File: src/hdl/thu_ram.sv
// generic simple dual-port ram, one write and one registered read port
`default_nettype none

module thu_ram #(
    parameter int WIDTH = 8,
    parameter int DEPTH = 2,
    localparam int AW   = $clog2(DEPTH)
) (
    input  wire              i_clk,
    input  wire              i_we,
    input  wire [AW-1:0]     i_waddr,
    input  wire [WIDTH-1:0]  i_wdata,
    input  wire              i_re,
    input  wire [AW-1:0]     i_raddr,
    output logic [WIDTH-1:0] o_rdata
);

    logic [WIDTH-1:0] r_mem [DEPTH];

    always_ff @(posedge i_clk) begin
        if (i_we) begin
            r_mem[i_waddr] <= i_wdata;
        end
        if (i_re) begin
            o_rdata <= r_mem[i_raddr];
        end
    end

endmodule

`default_nettype wire
File: config.mk
export PLATFORM = sky130hd
export DESIGN_NAME = thu_ram
export DESIGN_NICKNAME = d
export VERILOG_FILES = /design/src/hdl/thu_ram.sv
export SDC_FILE = /design/constraint.sdc
export NUM_CORES = 1
export LEC_CHECK = 0
export ABC_AREA = 1
export BUFFER_PORTS_ARGS = -buffer_cell sky130_fd_sc_hd__buf_2
export CORE_MARGIN = 2
export CORE_UTILIZATION = 49
export DETAILED_ROUTE_END_ITERATION = 8
export PLACE_DENSITY = 0.75
export SLEW_MARGIN = 20
export SYNTH_ARGS = -nofsm -noshare
export SYNTH_HDL_FRONTEND = slang
export SYNTH_SLANG_ARGS = --single-unit
export TNS_END_PERCENT = 30
File: constraint.sdc
create_clock -name i_clk -period 1.4 [get_ports i_clk]
set_clock_uncertainty 0.15 [all_clocks]
set_input_delay 0.21 -clock i_clk [delete_from_list [all_inputs] [get_ports i_clk]]
set_output_delay 0.21 -clock i_clk [all_outputs]
set_load 0.05 [all_outputs]
==> results of run 1 <==
## flip-flops by register name, indices dropped and copies added (netlist names)
name / cells
r_mem: 16
o_rdata: 8
## logic make-up (layout without fill, tap and decap cells)
group	after synthesis	count (layout)
simple gates	26	26
flops	24	24
buf+inv	4	36
## placed cells by master, fill, tap and decap left out
master                          count
sky130_fd_sc_hd__inv_2              1
sky130_fd_sc_hd__edfxtp_1          24
sky130_fd_sc_hd__clkbuf_4           3
sky130_fd_sc_hd__inv_1              2
sky130_fd_sc_hd__buf_2             20
sky130_fd_sc_hd__nor2_1             1
sky130_fd_sc_hd__clkinv_1           1
sky130_fd_sc_hd__dlygate4sd3_1      8
sky130_fd_sc_hd__nand2_1           25
sky130_fd_sc_hd__buf_4              1
## metrics by stage
step           area [µm²]  hold WS, ns  worst slack (ns)
6_report             1060       0.0794             0.149
3_3_place_gp          957        0.250             0.360
4_1_cts              1060       0.0829             0.142
2_1_floorplan         841        0.159             0.280
3_5_place_dp          957        0.252             0.325
5_1_grt              1060       0.0725             0.101
## worst register-to-register path, stage by stage, from the launching register on
cell and delay [ns]:
sky130_fd_sc_hd__edfxtp_1 0.40, sky130_fd_sc_hd__nand2_1 0.08, sky130_fd_sc_hd__nand2_1 0.05
## final timing paths
kind         slack, ns  depth (start not counted)                  start                    to
max               0.15                          1   o_rdata[7]$_DFFE_PP_            o_rdata[7]
max reg2reg       0.51                          2  r_mem[0][0]$_DFFE_PP_  o_rdata[0]$_DFFE_PP_
min               0.08                          1                   i_re  o_rdata[7]$_DFFE_PP_
min reg2reg       0.39                          2  r_mem[0][5]$_DFFE_PP_  o_rdata[5]$_DFFE_PP_
## power groups by stage
stage,Clock (µW),Combinational [µW],Sequential (µW)
after CTS,289,152,859
after floorplan,0,33.1,934
after global routing,321,165,863
final,285,153,859
after detailed placement,0,135,876
after global placement,0,133,873
## repair_timing
item                                   in CTS  in global routing
endpoints found under the hold margin      16                  0
hold buffers                                8                  0
buffers inserted                            0                  0
## metal layers
metal,GRT usage (%),routed length (µm)
met1,14.1,436
met2,21.4,575
met3,2.38,47
met4,5.29,6
met5,0,0
## final cells by class
| class | count | share of cell area (%) |
|---|---|---|
| flip-flops and latches | 24 | 67.8 |
| well taps | 16 | 1.88 |
| multi-input cells | 26 | 9.18 |
| clock inverters | 1 | 0.353 |
| repair buffers | 29 | 17.6 |
| inverters | 3 | 1.06 |
| clock buffers | 3 | 2.12 |
==> metrics list, run 1 <==
- Result of the run: finished clean
- In the post-synthesis netlist, the biggest area contributors are sky130_fd_sc_hd__edfxtp_1 (86%), sky130_fd_sc_hd__nand2_1 (11%), sky130_fd_sc_hd__buf_6 (1.3%).
- Worst-path cell chain: buf_2
* Dominant combinational cell family by area after synthesis: simple AND/OR/NAND/NOR gates
- Simple logic cell fraction of the synthesized area: a little under an eighth
* Max-slew violation total from the final report: 0
- Netlist area before placement: 841 µm²
* Clock Sink Count: 24
- After clock tree synthesis, the repair step resized 0 gates.
- Post-synthesis adder-cell area fraction: 0%
- Count of max-cap constraint violations: 0
* Post-synthesis sequential element count: 24
* Fin nets: 100
- By startpoint and endpoint, the worst setup path is classified as flop to primary output.
- The internal power of the cells totals 1000 µW.
- VDD IR max: about 0.84 mV
* Net count after synthesis: 67
* Clock root buffer master: sky130_fd_sc_hd__clkbuf_4
* Detail-routed net length per standard cell: 10.5 µm
- Placement Rows: 14
- Distinct cell type count after synthesis: 6
* Area growth from synthesis to layout: 26.5%
* Maximum clock frequency: around 800 MHz
- The largest single stage delay on the critical path is 0.34 ns.
- The analysis attributes to net switching a power of between 200 and 300 µW.
- Top-level port count: 21
* Final-layout setup total negative slack: 0 ns
* Drt first pass iters: 3
- Maximum net fanout on the critical path: 1
* Total area of multi-input combinational cells: between 90 and 100 µm²
- Measured against its own limit, the worst slew margin works out to 80.1%.
- Clock slew seen by the registers of the worst setup and hold paths: 0.12 ns
* Chip Height: 45.4 µm
- The most common cell in the synthesized netlist is sky130_fd_sc_hd__nand2_1.
- After floorplanning, the core was sized to cover 1560 µm².
- Horizontal die dimension: 45.4 µm
* Critical Path End Type: primary output
* Hold Path Class: input port to flop
* Final worst path period share: 89.4%
* Share of total power in sequential cells: around two thirds
- The clock network burns 22.0% of the power.
- Of the total synthesized cell area, the portion taken by XOR and XNOR cells is 0%.
- Of the cells placed in the final design, the portion with a size suffix greater than 1 is between 20% and 30%.
- TritonCTS clock tree: done
* Source-to-sink clock delay at the later pin of the worst-skew pair: around 0.30 ns
* Vias in the first global route: 440
* Filler cell count in the final layout: 107
* Avg Inst Size Synth: 15.6 µm²
* Max Buffers Root-to-Sink: 2
* Routed via count: 470
- The share of synthesized area in the top cell type comes to 85.7%.
- Total detailed-routing wirelength: 1.07 mm
- At the pin with the least slew margin, the transition time is 0.299 ns.
* Sw Share: about 23%
* Hold Fails Final Rpt: 0
- Entering global routing, the biggest net connects 14 pins.
* Iter 0 DRT Violations: 6
- Total buffers and inverters traversed by the critical path: 1
- After layout, the minimum clock period comes to 1.25 ns.
* Cell count after placement: 90
- Detailed-placement wirelength estimate: 723 µm
- Pwr/cell area: 1220 nW/µm²
- Area of the die: 2060 µm²
- Share of synthesized registers carrying an async set or reset: 0%
* Data arrival time of the critical path: 0.89 ns
- After detailed routing, the number of vias per cell comes to 4.61.
- Cell type contributing the most total cell area after synthesis: sky130_fd_sc_hd__edfxtp_1
* Final weighted congestion of routability-driven global placement: roughly 0.62
- Overall power of the completed layout: ~1300 µW
- Setup violations remaining at the end of the flow were counted as 0.
- Data required time at the worst endpoint: between 1 and 1.5 ns
- Combined flip-flop and latch cell area: 721 µm²
* Cell with the largest stage delay on the worst path: sky130_fd_sc_hd__edfxtp_1
- Number of instances in the synthesized netlist: 54
- Number of antenna diodes: 0
- For this design the static power due to leakage is between 0.0004 and 0.0005 µW.
* Most common flop cell mapped by yosys: sky130_fd_sc_hd__edfxtp_1
- In the synthesized netlist, mux cells make up 0% of the area.
- After global routing the overflow that remains totals 0.
- The worst setup path is launched from a flop.
- After synthesis, the most frequently instantiated cells are sky130_fd_sc_hd__nand2_1 (25), sky130_fd_sc_hd__edfxtp_1 (24), sky130_fd_sc_hd__inv_1 (2).
- Compound-cell area share of the yosys netlist: 0%
- Initial core utilization: between 50% and 60%
* Final routed DRC violation total: 0
* Total global routing track utilization: 12.1%
- The first global-routing pass estimated 1.76 mm of wire.
- H-tree levels: 1
* Antenna-violating nets left: 0
* Number of non-filler instances in the completed layout: approximately 100
- Portion of the post-synthesis area used by sequential elements: 85.7%
- Setup repair after global routing left no endpoint under its margin.
* EDFF count, synth: 24
- Antenna violations before repair: 0
* Core utilization of the finished layout: 68.2%
- Yosys printed 0 warnings.
* Cell class contributing the biggest share of worst-path delay: flip-flops
* TritonCTS Buffers: 3
- Port-buffer cells: 20
- Per report_power, the combinational group accounts for a little under an eighth of the total.
Note: power is estimated with default switching activity, not from simulation.
==> inputs of run 2 (changes only) <==
--- a/config.mk
+++ b/config.mk
@@ -5,12 +5,14 @@
 export SDC_FILE = /design/constraint.sdc
 export NUM_CORES = 1
 export LEC_CHECK = 0
-export ABC_AREA = 1
+export ABC_AREA = 0
 export BUFFER_PORTS_ARGS = -buffer_cell sky130_fd_sc_hd__buf_2
+export CORE_ASPECT_RATIO = 0.7
 export CORE_MARGIN = 2
-export CORE_UTILIZATION = 49
+export CORE_UTILIZATION = 45
 export DETAILED_ROUTE_END_ITERATION = 8
-export PLACE_DENSITY = 0.75
+export GPL_TIMING_DRIVEN = 0
+export PLACE_DENSITY = 0.7
 export SLEW_MARGIN = 20
 export SYNTH_ARGS = -nofsm -noshare
 export SYNTH_HDL_FRONTEND = slang
==> run 2 against run 1 <==
  * Combinational power up 10%
  * Design area up 2.5%
  * Clock-buffer cell count unchanged
  * Synthesized cell count down 35%
  * Via count down 17%
==> metrics list, run 2 <==
- Setup violations remaining at the end of the flow were counted as 0.
* TritonCTS clock tree: done
* Routed via count: 390
* Most repeated cell in the gate-level netlist after synthesis: sky130_fd_sc_hd__edfxtp_1
* # resized after CTS: 0
- Buffers inserted during clock tree synthesis total 3.
* Maximum net fanout on the critical path: 1
- After clock tree synthesis, the clock-pin slew on the worst setup and hold paths is around 0.11 ns.
- Standard cell core area: 1840 µm²
- For this run the aggregate overflow at the end of global routing stands at 0.
- The number of global-route vias before repair was 384.
- STA classifies the critical path startpoint as a flop.
* Clock Sink Count: 24
- Source-to-sink clock delay at the later pin of the worst-skew pair: 0.31 ns
- Buffers placed on the I/O ports in this run total 19.
- At the worst endpoint, the required time is 1.04 ns.
- Timing analysis after detailed placement gives a worst setup slack of -0.0163 ns.
- The post-route netlist has 47.7% of its cells at a drive strength greater than 1.
* Leak: 0.000427 µW
- Compared with the post-synthesis result, the final layout area differs by 26.0%.
- In this run the number of H-tree levels came out at 1.
- After synthesis, the largest area contributor takes up 83.4% of total cell area.
- Share of synthesized registers carrying an async set or reset: 0%
- More flip-flops sit in one register than any other, and that register is r_mem.
- By area the synthesized netlist is led by sky130_fd_sc_hd__edfxtp_1 (83%), sky130_fd_sc_hd__mux2_4 (14%), sky130_fd_sc_hd__buf_6 (1.3%).
- The average instance in the mapped netlist occupies 24.7 µm².
- Delay contributed by the slowest stage of the critical path: 0.39 ns
- CTS placed an instance of sky130_fd_sc_hd__clkbuf_4 at the clock tree root.
* Total buffers and inverters traversed by the critical path: 1
* Via density per instance: 4.48
* Result of the run: finished clean
* Most common library cell in the layout ignoring fill and taps: sky130_fd_sc_hd__edfxtp_1
- In this run the deepest clock path goes through 2 buffers.
- Buffers added to address setup during post-CTS repair amount to 0.
- Area of the die: between 2000 and 2500 µm²
- In this run the core area contains 13 standard-cell rows.
* Transition time at the pin with the least slew margin: 0.703 ns
- In the global route stage, overall resource usage came out at 11.3%.
- Routability-driven placement finished with a final weighted congestion of 0.663.
* Cell class contributing the biggest share of worst-path delay: flip-flops
- Hold Fails Final Rpt: 0
- The die is 40.7 µm tall.
* Crit path kind: flop to primary output
* Final routed DRC violation total: 0
- The floorplan step set the die width to between 50 and 60 µm.
- In this run the count of I/O pins placed on the die edge is 21.
- Number of instances in the synthesized netlist: 35
* Number of antenna diodes: 0
* Antenna-violating nets left: 0
- The Yosys step of the flow raised 0 warnings.
* Portion of the post-synthesis area used by sequential elements: 83.4%
- Of all cell types, the one taking the most synthesized area is sky130_fd_sc_hd__edfxtp_1.
- Filler cell count in the final layout: around 150
- Worst slew slack as a fraction of its limit: 53.0%
* Maximum clock frequency: 780 MHz
- The worst path uses 91.6% of the clock period.
- The top cell types in the final layout, fill and taps aside, are sky130_fd_sc_hd__edfxtp_1 (24), sky130_fd_sc_hd__buf_2 (19), sky130_fd_sc_hd__mux2_4 (8), sky130_fd_sc_hd__dlygate4sd3_1 (8), sky130_fd_sc_hd__clkbuf_4 (3).
- Overall power of the completed layout: 1310 µW
- The critical path goes through buf_2.
* Drt first pass iters: 2
- Fin nets: 80
- Hold Path Class: input port to flop
- Pwr/cell area: 1210 nW/µm²
- Among all flip-flop cells after synthesis, the most frequent one is sky130_fd_sc_hd__edfxtp_1.
* Distinct cell type count after synthesis: 5
- The final number of max-transition violations was 0.
* Cell with the largest stage delay on the worst path: sky130_fd_sc_hd__edfxtp_1
* Final period demand of the worst path: 1.28 ns
- The tool flagged a number of max-cap violations equal to 0.
- The largest registers in the layout are r_mem (16), o_rdata (8).
* Data arrival time of the critical path: 0.92 ns
- In the synthesized netlist, the cells that appear most often are sky130_fd_sc_hd__edfxtp_1 (24), sky130_fd_sc_hd__mux2_4 (8), sky130_fd_sc_hd__and2_1 (1), sky130_fd_sc_hd__buf_6 (1), sky130_fd_sc_hd__nor2b_1 (1).
- VDD IR max: 0.864 mV
- Total detailed-routing wirelength: ~1.1 mm
* Netlist area before placement: 865 µm²
- EDFF count, synth: 24
- Number of flip-flops under the largest register name: 16
* First-pass GRT wire length: approximately 1.7 mm
* Detail-routed net length per standard cell: 12.4 µm
* Maximum number of pins on one net before global-route repair: 13
- Post-synthesis sequential element count: 24
* Initial core utilization: 47.0%
- Iter 0 DRT Violations: 8
- The number of antenna violations at the first check in global routing was 0.
- CTS Hold Buffers Added: 8
* Setup repair after global routing missed its margin: no
* Final critical-path setup slack: 0.118 ns
- Critical Path End Type: primary output
* Net count after synthesis: 48
-- run 2: cell count changes in the layout (fill, tap and decap cells not counted) --
cell / before / now
sky130_fd_sc_hd__nand2_1: 25 / 0
sky130_fd_sc_hd__mux2_4: 0 / 8
sky130_fd_sc_hd__inv_1: 2 / 0
sky130_fd_sc_hd__and2_1: 0 / 1
sky130_fd_sc_hd__buf_2: 20 / 19
sky130_fd_sc_hd__buf_4: 1 / 0
sky130_fd_sc_hd__buf_6: 0 / 1
sky130_fd_sc_hd__clkinv_1: 1 / 0
sky130_fd_sc_hd__inv_2: 1 / 0
sky130_fd_sc_hd__nor2_1: 1 / 0
sky130_fd_sc_hd__nor2b_1: 0 / 1
-- run 2: area by class of cell --
class | count | area [µm²] | share of cell area, %
well taps | 22 | 27.5 | 2.53
multi-input cells | 10 | 133 | 12.2
flip-flops and latches | 24 | 721 | 66.1
clock buffers | 3 | 22.5 | 2.07
plain buffers | 1 | 11.3 | 1.03
repair buffers | 27 | 175 | 16.1
-- run 2: cell families after synthesis --
family,share of synthesized area [%]
buf+inv,1.30
mux,13.9
simple gates,1.45
flops,83.4
-- run 2: power breakdown --
group | total (µW) | leakage, µW | switching, µW | internal [µW]
Combinational | 169 | 0.000185 | 98.3 | 71.2
Clock | 285 | 0.0000138 | 185 | 101
Sequential | 859 | 0.000228 | 11.2 | 848
-- run 2: worst paths after layout --
check	from	end	slack [ns]	cells after the start
worst min-delay path	i_re	o_rdata[3]$_DFFE_PP_	0.08	1
worst max register to register	r_mem[0][5]$_DFFE_PP_	o_rdata[5]$_DFFE_PP_	0.34	1
worst min register to register	r_mem[1][3]$_DFFE_PP_	o_rdata[3]$_DFFE_PP_	0.41	1
worst max-delay path	o_rdata[5]$_DFFE_PP_	o_rdata[5]	0.12	1
-- run 2: metal layers --
| metal | GRT usage [%] | share of wire (%) | vias up |
|---|---|---|---|
| met5 | 0 | 0 | - |
| met4 | 5.36 | 1.0 | 0 |
| met3 | 6.31 | 9.9 | 3 |
| met2 | 20.9 | 48 | 17 |
| met1 | 10.9 | 41 | 174 |
| li1 | - | - | 196 |
-- run 2: through the flow --
| step | area (µm²) | TNS [ns] | instances | utilization [%] | hold slack (ns) |
|---|---|---|---|---|---|
| final | 1090 | 0 | 87 | 59.3 | 0.0793 |
| after detailed placement | 987 | -0.129 | 76 | 53.7 | 0.251 |
| after CTS | 1090 | 0 | 87 | 59.3 | 0.0747 |
| after global placement | 987 | 0 | 76 | 53.7 | 0.248 |
| after floorplan | 865 | 0 | 35 | - | 0.159 |
| after global routing | 1090 | 0 | 87 | 59.3 | 0.0749 |
==> inputs of run 3 (changes only) <==
--- a/config.mk
+++ b/config.mk
@@ -13,6 +13,7 @@
 export DETAILED_ROUTE_END_ITERATION = 8
 export GPL_TIMING_DRIVEN = 0
 export PLACE_DENSITY = 0.7
+export SETUP_SLACK_MARGIN = 0.2
 export SLEW_MARGIN = 20
 export SYNTH_ARGS = -nofsm -noshare
 export SYNTH_HDL_FRONTEND = slang
==> run 3 against run 2 <==
  * Register-to-register slack barely moved
  * Highest routed layer unchanged
  * First-iteration DRC count fell by 38%
  * Fmax rose by 2.6%
  * Die area did not move
  * Sequential share of layout area fell by 1.9 points
  * Largest cell class unchanged
==> metrics list, run 3 (synthesis results as in run 2) <==
- Result of the run: finished clean
- First-pass GRT wire length: 1.68 mm
* Type of origin of the critical path: flop
- Antenna violations before repair: 0
- Hold Fails Final Rpt: 0
- CTS built an H-tree with a depth of 1.
- The register with the most flip-flops in the layout has 16 of them.
- Across the run, the number of max-cap violations was 0.
- Maximum number of pins on one net before global-route repair: 13
* Data arrival time of the critical path: 0.89 ns
* Core utilization of the finished layout: 61.1%
- In the finished design, the share of the clock period the worst path needs comes to between 80% and 90%.
- Delay contributed by the slowest stage of the critical path: 0.33 ns
- Counting every sink on the clock net gives 24.
* Clock root buffer master: sky130_fd_sc_hd__clkbuf_4
* Setup repair after global routing missed its margin: yes
- For this run, design rule violations remaining after detail routing come to 0.
- Detail-routed net length per standard cell: 12.3 µm
- Regs by FF count: r_mem (16), o_rdata (8)
- The total area inside the core boundary comes to 1840 µm².
- Fill cells in the final layout number roughly 140.
- From synthesis to final layout, the design area changed by 29.8%.
- The initial utilization of the core area, before any placement, comes to 47.0%.
* Max Buffers Root-to-Sink: 2
- At the placement stage, the worst setup path has a slack of -0.0163 ns.
* Final period demand of the worst path: roughly 1.2 ns
* Worst-path cell chain: buf_2
- Fraction of power consumed by the clock network: 21.5%
* Share of total power in sequential cells: 64.8%
* Total global routing track utilization: 11.3%
* Via density per instance: 4.48
* Vias in the first global route: approximately 380
- Routed via count: 390
- Transition time at the pin with the least slew margin: ~0.70 ns
* Source-to-sink clock delay at the later pin of the worst-skew pair: between 0.3 and 0.4 ns
- Portion of total power attributed to combinational logic: 13.8%
* Cell class contributing the biggest share of worst-path delay: flip-flops
- Cell with the largest stage delay on the worst path: sky130_fd_sc_hd__edfxtp_1
* Pwr/cell area: 1180 nW/µm²
- Most common library cell in the layout ignoring fill and taps: sky130_fd_sc_hd__edfxtp_1
- From bottom edge to top edge, the die measures 40.7 µm.
- Iter 0 DRT Violations: 5
* Final weighted congestion of routability-driven global placement: 0.663
* Horizontal die dimension: between 50 and 60 µm
* Area of the die: 2290 µm²
* Clock slew seen by the registers of the worst setup and hold paths: between 0.1 and 0.15 ns
* Top-level port count: 21
- Data required time at the worst endpoint: 1.04 ns
* Most frequent cells in the layout: sky130_fd_sc_hd__edfxtp_1 (24), sky130_fd_sc_hd__buf_2 (12), sky130_fd_sc_hd__mux2_4 (8), sky130_fd_sc_hd__dlygate4sd3_1 (8), sky130_fd_sc_hd__buf_6 (5)
- Before antenna repair, the detailed router went through 2 iterations.
- Final critical-path setup slack: 0.150 ns
* Fin nets: 80
- VDD IR max: 0.869 mV
- STA classifies the critical path endpoint as a primary output.
* Maximum clock frequency: 800 MHz
- Worst slew slack as a fraction of its limit: 53.0%
- TritonCTS built the clock tree.
- Hold Path Class: input port to flop
* Total buffers and inverters traversed by the critical path: 1
- Total power for the finished layout comes to 1330 µW.
* Internal portion of total power: 1030 µW
* TritonCTS Buffers: 3
* Number of antenna diodes: 0
- Port-buffer cells: 19
* Sw Share: between 20% and 30%
- Placement Rows: 13
- In this run the power spent charging and discharging nets is 296 µW.
- The final layout contains routed wiring with a total length of ~1.1 mm.
- Sum of overflow across all layers after global routing: 0
- Leak: between 0.0004 and 0.0005 µW
- Maximum net fanout on the critical path: 1
- Crit path kind: flop to primary output
* Largest reg by FF count: r_mem
- Max-slew violation total from the final report: 0
- Of the cells placed in the final design, the portion with a size suffix greater than 1 is 47.7%.
- Setup violations remaining at the end of the flow were counted as 0.
- Antenna-violating nets left: 0
==> run 3: path summary, 6_finish.rpt <==
check / start / endpoint / slack, ns / cells after the start
setup / recovery: o_rdata[4]$_DFFE_PP_ / o_rdata[4] / 0.15 / 1
hold / removal: i_re / o_rdata[3]$_DFFE_PP_ / 0.08 / 1
setup reg to reg: r_mem[0][5]$_DFFE_PP_ / o_rdata[5]$_DFFE_PP_ / 0.34 / 1
hold reg to reg: r_mem[1][3]$_DFFE_PP_ / o_rdata[3]$_DFFE_PP_ / 0.41 / 1
==> run 3: power groups by stage <==
| stage | registers [µW] | clock network (µW) | logic, µW |
|---|---|---|---|
| floorplan | 936 | 0 | 49.1 |
| global placement | 873 | 0 | 153 |
| detailed placement | 877 | 0 | 154 |
| CTS | 861 | 292 | 176 |
| global route | 867 | 320 | 192 |
| finish | 861 | 285 | 183 |
==> run 3: per-layer routing <==
metal / part of all wire (%) / vias up / routed length (µm) / global-route usage [%]
li1: - / 196 / - / -
met1: 41 / 174 / 440 / 10.9
met2: 48 / 17 / 517 / 20.9
met3: 9.3 / 3 / 99 / 6.31
met4: 1.0 / 0 / 11 / 5.36
met5: 0 / - / 0 / 0
==> run 3: cell type report <==
type / instances / area, µm² / share of cell area (%)
Clock buffer: 3 / 22.5 / 2.01
Tap cell: 22 / 27.5 / 2.45
Multi-Input combinational cell: 10 / 133 / 11.8
Sequential cell: 24 / 721 / 64.2
Buffer: 1 / 11.3 / 1.00
Timing Repair Buffer: 27 / 208 / 18.5
==> run 3: repair_timing <==
| item | 4_1_cts | 5_1_grt |
|---|---|---|
| gates cloned | 0 | 0 |
| setup buffers | 0 | 0 |
| hold buffers | 8 | 0 |
| endpoints found under the setup margin | 8 | 8 |
| hold endpoints to repair | 16 | 0 |
| resized for setup | 4 | 12 |
==> run 3: through the flow <==
step / cell area (µm²) / hold WS, ns / instances / TNS [ns]
CTS: 1100 / 0.0747 / 87 / 0
global route: 1120 / 0.0749 / 87 / 0
finish: 1120 / 0.0793 / 87 / 0
detailed placement: 987 / 0.251 / 76 / -0.129
global placement: 987 / 0.248 / 76 / 0
floorplan: 865 / 0.159 / 35 / 0
